**src/hdl/i2cseq_pkg.sv**
```systemverilog
// Package for the I2C master register transfer sequencer.
// Holds the event kinds, sequencer phases and the packed stream payload layouts.
// No dependencies; the top level imports it.
package i2cseq_pkg;

   localparam int unsigned KIND_W     = 2;
   localparam int unsigned INDEX_W    = 5;
   localparam int unsigned BYTE_W     = 8;
   localparam int unsigned COUNT_W    = 6;
   localparam int unsigned SLOT_W     = 5;
   localparam int unsigned REQ_DATA_W = 40;
   localparam int unsigned RSP_DATA_W = 32;

   typedef enum logic [KIND_W-1:0] {
      KIND_LOAD     = 2'd0,
      KIND_START    = 2'd1,
      KIND_TX_READY = 2'd2,
      KIND_RX_BYTE  = 2'd3
   } kind_type;

   typedef enum logic [2:0] {
      PH_IDLE      = 3'd0,
      PH_SEND_ADDR = 3'd1,
      PH_TO_RX     = 3'd2,
      PH_RX_DATA   = 3'd3,
      PH_TX_DATA   = 3'd4
   } phase_type;

   // Request payload; the last member sits in the lowest bits.
   typedef struct packed {
      logic [6:0]         pad;
      logic [COUNT_W-1:0] write_count;
      logic [COUNT_W-1:0] read_count;
      logic [BYTE_W-1:0]  reg_address;
      logic [BYTE_W-1:0]  data_byte;
      logic [INDEX_W-1:0] buffer_index;
   } req_data_type;

   // Response payload; the last member sits in the lowest bits.
   typedef struct packed {
      logic [4:0]        pad;
      logic              busy_res;
      logic              done_res;
      logic [SLOT_W-1:0] rx_slot;
      logic [BYTE_W-1:0] rx_byte;
      logic              rx_valid;
      logic              send_stop;
      logic              restart_read;
      logic [BYTE_W-1:0] tx_byte;
      logic              tx_valid;
   } rsp_data_type;

endpackage

```
**src/hdl/i2cseq_ram.sv**
```systemverilog
// Generic single-port-write, single-port-read RAM with a registered read.
// Used for the transmit byte buffer of the sequencer. No dependencies.
module i2cseq_ram #(
   parameter int unsigned WIDTH = 8,
   parameter int unsigned DEPTH = 32,
   parameter int unsigned ADDR_W = (DEPTH > 1) ? $clog2(DEPTH) : 1
) (
   input  logic              clock,
   input  logic              wr_en,
   input  logic [ADDR_W-1:0] wr_addr,
   input  logic [WIDTH-1:0]  wr_data,
   input  logic [ADDR_W-1:0] rd_addr,
   output logic [WIDTH-1:0]  rd_data
);

   logic [WIDTH-1:0] mem [DEPTH];

   always_ff @(posedge clock) begin
      if (wr_en) begin
         mem[wr_addr] <= wr_data;
      end
      rd_data <= mem[rd_addr];
   end

endmodule

```
**src/hdl/i2c_master_register_transfer_sequencer_core.sv**
```systemverilog
// Top level of the I2C master register transfer sequencer.
// Depends on i2cseq_pkg and on i2cseq_ram for the transmit buffer.
//
// Usage: each request transaction carries one controller event, with its kind in
// req_tuser (load byte, start, transmitter ready, byte received) and its fields in
// req_tdata. Every request produces exactly one response transaction on rsp_*,
// telling the controller what to do: hand over a byte, issue a repeated start,
// request a stop, or deliver a received byte with its slot, plus done and busy.
//
// A request passes through the input register, then the sequencer logic loads the
// response register. A new request is taken in every cycle while the response is
// not stalled; throughput is one transaction per clock, set by the single update of
// the phase and counter registers per event. The transmit buffer is a RAM read ahead
// at the next write position, with a bypass for a load to that slot.
//
// Reset (synchronous, active high) returns the sequencer to idle and empties both
// pipeline registers; the buffer contents are undefined until loaded. When the
// receiver stalls rsp_tready, the response holds and one more request can wait in
// the input register before req_tready drops.
module i2c_master_register_transfer_sequencer_core #(
   parameter int unsigned BUFFER_DEPTH = 32
) (
   input  logic                                clock,
   input  logic                                reset,
   input  logic                                req_tvalid,
   output logic                                req_tready,
   // From bit 0: buffer_index[4:0], data_byte[7:0], reg_address[7:0],
   // read_count[5:0], write_count[5:0], zero fill to 40 bits.
   input  logic [i2cseq_pkg::REQ_DATA_W-1:0]   req_tdata,
   // From bit 0: kind[1:0].
   input  logic [i2cseq_pkg::KIND_W-1:0]       req_tuser,
   output logic                                rsp_tvalid,
   input  logic                                rsp_tready,
   // From bit 0: tx_valid, tx_byte[7:0], restart_read, send_stop, rx_valid,
   // rx_byte[7:0], rx_slot[4:0], done_res, busy_res, zero fill to 32 bits.
   output logic [i2cseq_pkg::RSP_DATA_W-1:0]   rsp_tdata
);

   import i2cseq_pkg::*;

   localparam int unsigned ADDR_W = (BUFFER_DEPTH > 1) ? $clog2(BUFFER_DEPTH) : 1;
   localparam int unsigned COUNT_MAX = (2 ** COUNT_W) - 1;
   localparam logic [COUNT_W-1:0] COUNT_CAP =
      (BUFFER_DEPTH > COUNT_MAX) ? COUNT_W'(COUNT_MAX) : COUNT_W'(BUFFER_DEPTH);

   // Input register.
   logic         in_valid_ff, in_valid_in;
   kind_type     in_kind_ff;
   req_data_type in_data_ff;

   // Response register.
   logic         rsp_valid_ff, rsp_valid_in;
   rsp_data_type rsp_data_ff, rsp_data_in;

   // Sequencer state.
   phase_type          phase_ff, phase_in;
   logic [BYTE_W-1:0]  addr_ff, addr_in;
   logic [COUNT_W-1:0] reads_left_ff, reads_left_in;
   logic [COUNT_W-1:0] writes_left_ff, writes_left_in;
   logic [COUNT_W-1:0] write_pos_ff, write_pos_in;
   logic [SLOT_W-1:0]  read_pos_ff, read_pos_in;

   // Buffer access and load bypass.
   logic              ram_wr_en;
   logic [ADDR_W-1:0] ram_wr_addr, ram_rd_addr;
   logic [BYTE_W-1:0] ram_rd_data, store_byte;
   logic              byp_hit_ff, byp_hit_in;
   logic [BYTE_W-1:0] byp_data_ff;

   logic               advance;
   logic               load_in_range;
   logic [COUNT_W-1:0] reads_dec;

   assign advance     = in_valid_ff && (!rsp_valid_ff || rsp_tready);
   assign req_tready  = !in_valid_ff || advance;
   assign in_valid_in = req_tready ? req_tvalid : in_valid_ff;
   assign rsp_valid_in = advance ? 1'b1 : (rsp_tready ? 1'b0 : rsp_valid_ff);

   assign rsp_tvalid = rsp_valid_ff;
   assign rsp_tdata  = rsp_data_ff;

   assign load_in_range = 32'(in_data_ff.buffer_index) < BUFFER_DEPTH;
   assign ram_wr_addr   = ADDR_W'(in_data_ff.buffer_index);
   // Read ahead at the position the next event will send from.
   assign ram_rd_addr   = ADDR_W'(write_pos_in);
   assign byp_hit_in    = ram_wr_en && (ram_wr_addr == ram_rd_addr);
   assign store_byte    = byp_hit_ff ? byp_data_ff : ram_rd_data;
   assign reads_dec     = reads_left_ff - COUNT_W'(1);

   i2cseq_ram #(
      .WIDTH (BYTE_W),
      .DEPTH (BUFFER_DEPTH),
      .ADDR_W(ADDR_W)
   ) u_tx_store (
      .clock  (clock),
      .wr_en  (ram_wr_en),
      .wr_addr(ram_wr_addr),
      .wr_data(in_data_ff.data_byte),
      .rd_addr(ram_rd_addr),
      .rd_data(ram_rd_data)
   );

   always_comb begin
      phase_in       = phase_ff;
      addr_in        = addr_ff;
      reads_left_in  = reads_left_ff;
      writes_left_in = writes_left_ff;
      write_pos_in   = write_pos_ff;
      read_pos_in    = read_pos_ff;
      ram_wr_en      = 1'b0;
      rsp_data_in    = '0;
      if (advance) begin
         unique case (in_kind_ff)
            KIND_LOAD: begin
               ram_wr_en = load_in_range;
            end
            KIND_START: begin
               addr_in = in_data_ff.reg_address;
               reads_left_in = (in_data_ff.read_count > COUNT_CAP) ?
                               COUNT_CAP : in_data_ff.read_count;
               writes_left_in = (in_data_ff.write_count > COUNT_CAP) ?
                                COUNT_CAP : in_data_ff.write_count;
               read_pos_in  = '0;
               write_pos_in = '0;
               phase_in     = PH_SEND_ADDR;
            end
            KIND_TX_READY: begin
               unique case (phase_ff)
                  PH_SEND_ADDR: begin
                     rsp_data_in.tx_valid = 1'b1;
                     rsp_data_in.tx_byte  = addr_ff;
                     phase_in = (reads_left_ff != '0) ? PH_TO_RX : PH_TX_DATA;
                  end
                  PH_TO_RX: begin
                     rsp_data_in.restart_read = 1'b1;
                     rsp_data_in.send_stop    = (reads_left_ff == COUNT_W'(1));
                     phase_in = PH_RX_DATA;
                  end
                  PH_TX_DATA: begin
                     if (writes_left_ff != '0) begin
                        rsp_data_in.tx_valid = 1'b1;
                        rsp_data_in.tx_byte  = store_byte;
                        write_pos_in   = write_pos_ff + COUNT_W'(1);
                        writes_left_in = writes_left_ff - COUNT_W'(1);
                     end else begin
                        rsp_data_in.send_stop = 1'b1;
                        rsp_data_in.done_res  = 1'b1;
                        phase_in = PH_IDLE;
                     end
                  end
                  default: begin
                  end
               endcase
            end
            KIND_RX_BYTE: begin
               if (phase_ff == PH_RX_DATA) begin
                  if (reads_left_ff != '0) begin
                     rsp_data_in.rx_valid = 1'b1;
                     rsp_data_in.rx_byte  = in_data_ff.data_byte;
                     rsp_data_in.rx_slot  = read_pos_ff;
                     read_pos_in   = read_pos_ff + SLOT_W'(1);
                     reads_left_in = reads_dec;
                  end
                  // Stop goes out with the second-to-last byte; done goes out with the last.
                  if (reads_left_in == COUNT_W'(1)) begin
                     rsp_data_in.send_stop = 1'b1;
                  end else if (reads_left_in == '0) begin
                     rsp_data_in.done_res = 1'b1;
                     phase_in = PH_IDLE;
                  end
               end
            end
            default: begin
            end
         endcase
      end
      rsp_data_in.busy_res = (phase_in != PH_IDLE);
   end

   always_ff @(posedge clock) begin
      if (reset) begin
         in_valid_ff    <= 1'b0;
         rsp_valid_ff   <= 1'b0;
         phase_ff       <= PH_IDLE;
         addr_ff        <= '0;
         reads_left_ff  <= '0;
         writes_left_ff <= '0;
         write_pos_ff   <= '0;
         read_pos_ff    <= '0;
         byp_hit_ff     <= 1'b0;
      end else begin
         in_valid_ff    <= in_valid_in;
         rsp_valid_ff   <= rsp_valid_in;
         phase_ff       <= phase_in;
         addr_ff        <= addr_in;
         reads_left_ff  <= reads_left_in;
         writes_left_ff <= writes_left_in;
         write_pos_ff   <= write_pos_in;
         read_pos_ff    <= read_pos_in;
         byp_hit_ff     <= byp_hit_in;
      end
   end

   always_ff @(posedge clock) begin
      if (req_tvalid && req_tready) begin
         in_kind_ff <= kind_type'(req_tuser);
         in_data_ff <= req_data_type'(req_tdata);
      end
      if (advance) begin
         rsp_data_ff <= rsp_data_in;
      end
      byp_data_ff <= in_data_ff.data_byte;
   end

`ifndef SYNTHESIS
   // The busy flag of a response reflects the phase that its event left behind.
   assert property (@(posedge clock) disable iff (reset)
      advance |=> (rsp_data_ff.busy_res == (phase_ff != PH_IDLE)))
      else $error("busy_res disagrees with the sequencer phase");

   // A response never hands a byte to the transmitter and delivers one at once.
   assert property (@(posedge clock) disable iff (reset)
      rsp_valid_ff |-> !(rsp_data_ff.tx_valid && rsp_data_ff.rx_valid))
      else $error("transmit and receive reported in the same response");

   // A ready event after the address of a read always moves into receive.
   assert property (@(posedge clock) disable iff (reset)
      (advance && in_kind_ff == KIND_TX_READY && phase_ff == PH_TO_RX)
      |=> (phase_ff == PH_RX_DATA && rsp_data_ff.restart_read))
      else $error("repeated start did not enter the receive phase");

   // Saturated counts never exceed the buffer depth.
   assert property (@(posedge clock) disable iff (reset)
      (reads_left_ff <= COUNT_CAP) && (writes_left_ff <= COUNT_CAP))
      else $error("transfer count above the buffer depth");
`endif

endmodule
```
**config.mk**
```make
export PLATFORM = sky130hd
export DESIGN_NAME = i2c_master_register_transfer_sequencer_core
export DESIGN_NICKNAME = d
export VERILOG_FILES = /design/src/hdl/i2cseq_pkg.sv /design/src/hdl/i2cseq_ram.sv /design/src/hdl/i2c_master_register_transfer_sequencer_core.sv
export SDC_FILE = /design/constraint.sdc
export NUM_CORES = 1
export LEC_CHECK = 0
export ABC_AREA = 1
export BUFFER_PORTS_ARGS = -buffer_cell sky130_fd_sc_hd__buf_2
export CORE_MARGIN = 5
export CORE_UTILIZATION = 55
export CTS_CLUSTER_DIAMETER = 150
export DETAILED_ROUTE_END_ITERATION = 8
export PLACE_DENSITY_LB_ADDON = 0.3
export SYNTH_ARGS = -nofsm -noshare
export SYNTH_HDL_FRONTEND = slang
export SYNTH_SLANG_ARGS = --single-unit
```
**constraint.sdc**
```tcl
create_clock -name clock -period 3.65 [get_ports clock]
set_input_delay 0.73 -clock clock [delete_from_list [all_inputs] [get_ports clock]]
set_output_delay 0.73 -clock clock [all_outputs]
set_load 0.05 [all_outputs]
```
==> impl_metrics.tcl <==
set metrics [dict create \
    fin_crit_ns 3.058 \
    cts_buffers 39 \
    antenna_found_initial 0 \
    drcViolationCount 0 \
    end_kind "register" \
    synth_seq_area_share 0.6438 \
    internal-power_mw 6.919 \
    arrival_ns 3.52 \
    cts_tree "built" \
    drtPass1Iterations 5 \
    peakVddDrop_uv 390.6 \
    final_cell_mix "322 x inv_1, 318 x edfxtp_1, 235 x nand2_1, 233 x nand3_1, 125 x nand4_1" \
    cts-root-buf "clkbuf_16" \
    clkSlewWorstSetupHoldPaths_ns 0.06 \
    hp-class "input pin to register" \
    rsz0062_at_grt "no" \
    worst_path_largest_cell_delay_ns 0.46 \
    post-route-period-util 0.8378 \
    syn2layout_area_growth_pct 11.26 \
    worst_path_most_repeated_cell "nand2_1" \
    max_slew_margin 0.2901 \
    io_pins 80 \
    nets 1712 \
    clk-insertion-delay-late_ns 0.53 \
    die_w_um 182.9 \
    track_usage 0.2247 \
    critical_path_class "register to register" \
    worst_pin_slew_ns 1.065 \
    drv_cap 0 \
    wl_met2_mm 18.04 \
    pwr_density_cell_nw_per_um2 481.0 \
    power_frac_seq 0.531 \
    routed_wl_mm 38.19 \
    ant_nets 0 \
    status "complete, no violations" \
    grt_first_pass_wirelength_mm 59.47 \
    clockPowerShare 0.429 \
    swShare 0.2141 \
    comb_power_share 0.040 \
    skew_ns 0.01501 \
    final_core_util 0.6191 \
    crit_path_top_delay_cell "buf_4" \
    met3_length_mm 3.720 \
    cts_buffer_depth 3 \
    hold_buffers 0 \
    finalHoldViolations 0 \
    die_h_um 182.9 \
    postCtsSetupBuffers 0 \
    p_switching_mw 1.884 \
    drive_gt1_frac 0.1014 \
    cts_sinks 370 \
    port_buffers 67 \
    required_ns 4.11 \
    cpLargestDelayFamily "simple AND/OR/NAND/NOR gates" \
    ys_seq_elements 370 \
    crit_path_max_fanout 40 \
    drtIter0Drc 1506 \
    coreArea_um2 29560 \
    syn-cell-area_um2 16450 \
    cp_cell_sequence "inv_1 > ha_1 > inv_1 > nand2_4 > nand2_1 > nor2_4 > buf_4 > nand3_1 > nand3_1 > nand3_1 > nand2_1 > nand2_1 > nand2_1" \
    grt_overflow 0 \
    fp.dieArea_um2 33470 \
    wl_met1_mm 15.48 \
    num_vias 11610 \
    grt_max_degree 93 \
    post_cts_resized 0 \
    cts.htree.levels 2 \
    rows 63 \
    final_common_cell "inv_1" \
    top_layer_used "met4" \
    setup-violations-final 0 \
    fin_setup_tns_ns 0 \
    max_clock_freq_mhz 327.0 \
    synthDistinctLibCells 43 \
    n_antenna_cell 0 \
    synthCells 1609 \
    dp_hpwl_mm 22.66 \
    path_buf_inv 3 \
    start_util 0.5565 \
    p_leak_nw 7.670 \
    wire_per_inst_um 18.40 \
    start_kind "register" \
    slew_violations 0 \
    avgSynthCellArea_um2 10.22 \
    ys_warn_count 0 \
    vias_per_cell 5.592 \
    gp_congestion 0.8895 \
    first_global_vias 11040 \
]
[Yosys cell counts]
master | number | area (um^2)
inv_1 | 322 | 1209
edfxtp_1 | 318 | 9549
nand2_1 | 235 | 882.1
nand3_1 | 234 | 1171
nand4_1 | 125 | 782.0
nor2_1 | 88 | 330.3
dfxtp_1 | 52 | 1041
buf_2 | 35 | 175.2
clkbuf_1 | 31 | 116.4
o21ai_0 | 30 | 150.1
a21oi_1 | 29 | 145.1
buf_4 | 18 | 135.1
ha_1 | 11 | 137.6
o22ai_1 | 11 | 68.82
mux2i_1 | 8 | 80.08
xor2_1 | 7 | 61.31
buf_6 | 5 | 56.30
inv_2 | 5 | 18.77
a221oi_1 | 4 | 35.03
buf_1 | 4 | 15.01
nand2_2 | 3 | 18.77
nand3_2 | 3 | 30.03
nor3_1 | 3 | 15.01
or2_2 | 3 | 18.77
a211oi_1 | 2 | 15.01
a22oi_1 | 2 | 15.01
a31oi_1 | 2 | 12.51
nand3b_1 | 2 | 15.01
o211ai_1 | 2 | 15.01
o21ai_1 | 2 | 10.01
a32o_1 | 1 | 10.01
clkinv_1 | 1 | 3.750
conb_1 | 1 | 3.750
nand3_4 | 1 | 17.52
nand4_2 | 1 | 12.51
nor2_2 | 1 | 6.260
nor2_4 | 1 | 11.26
nor3_2 | 1 | 10.01
nor3_4 | 1 | 16.27
nor3b_1 | 1 | 7.510
o2111ai_1 | 1 | 8.760
o32ai_1 | 1 | 8.760
xnor2_1 | 1 | 8.760
[path summary, 6_finish.rpt]
check | endpoint | from | cells past startpoint | slack, ns
max | u_tx_store.rd_data[7] | in_kind_ff[0] | 13 | 0.59
min | in_data_ff[11] | req_tdata[11] | 1 | 0.38
max reg2reg | u_tx_store.rd_data[7] | in_kind_ff[0] | 13 | 0.59
min reg2reg | u_tx_store.mem[17][1] | in_data_ff[6] | 0 | 0.45
[cell families (layout without fill, tap and decap cells)]
group | after synthesis | after routing | synth area share
compound gates | 87 | 87 | 0.03004
fa+ha+maj | 11 | 11 | 0.008367
flops | 370 | 370 | 0.6438
xor+xnor | 8 | 8 | 0.004260
buf+inv | 421 | 494 | 0.1051
mux | 8 | 8 | 0.004868
simple gates | 703 | 703 | 0.2033
other cells | 1 | 5 | 0.0002280
[layer usage]
metal	vias up	GRT usage
li1	5504	-
met1	5486	0.3167
met2	547	0.3612
met3	73	0.04225
met4	0	0.06526
met5	-	0
[worst reg2reg max path, stage by stage, from the launching register on]
cell and delay (ns):
edfxtp_1 0.43, inv_1 0.14, ha_1 0.44, inv_1 0.16
nand2_4 0.33, nand2_1 0.16, nor2_4 0.14, buf_4 0.46
nand3_1 0.16, nand3_1 0.15, nand3_1 0.17, nand2_1 0.12
nand2_1 0.06, nand2_1 0.09
[flip-flops by register name, summed over array words and instances (netlist names), 2 cells and up]
name                cells
phase_ff                3
u_tx_store.rd_data      8
rsp_tdata              27
byp_data_ff             8
writes_left_ff          6
write_pos_ff            5
in_data_ff             28
read_pos_ff             5
ram_wr_addr             5
reads_left_ff           6
u_tx_store.mem        256
addr_ff                 8
in_kind_ff              2
[cell type report]
type | count | area, um^2
fill | 2396 | 11260
sequential | 370 | 10590
multi-input combinational | 822 | 4182
inverter | 328 | 1231
clock buffer | 54 | 1104
timing repair buffer | 94 | 575.6
tap | 390 | 488.0
clock inverter | 18 | 131.4
[metrics by stage]
step                instance area [um^2]  hold WS (ns)  setup WS (ns)  std cells  total power, mW
floorplan                          16460        0.4297         0.8165       1613            4.980
global placement                   17070        0.4303         0.6662       2004            5.104
detailed placement                 17070        0.4388         0.5600       2004            5.114
CTS                                18300        0.3614         0.6292       2076            8.846
global route                       18300        0.3672         0.4141       2076            9.069
finish                             18300        0.3799         0.5921       2076            8.803
[power groups by stage]
| stage | Clock [mW] | Combinational [mW] | Sequential (mW) |
|---|---|---|---|
| 2_1_floorplan | 0 | 0.159 | 4.82 |
| 3_3_place_gp | 0 | 0.341 | 4.76 |
| 3_5_place_dp | 0 | 0.350 | 4.76 |
| 4_1_cts | 3.82 | 0.351 | 4.68 |
| 5_1_grt | 4.01 | 0.383 | 4.68 |
| 6_report | 3.77 | 0.353 | 4.67 |
Power figures use the tool's default switching activity.
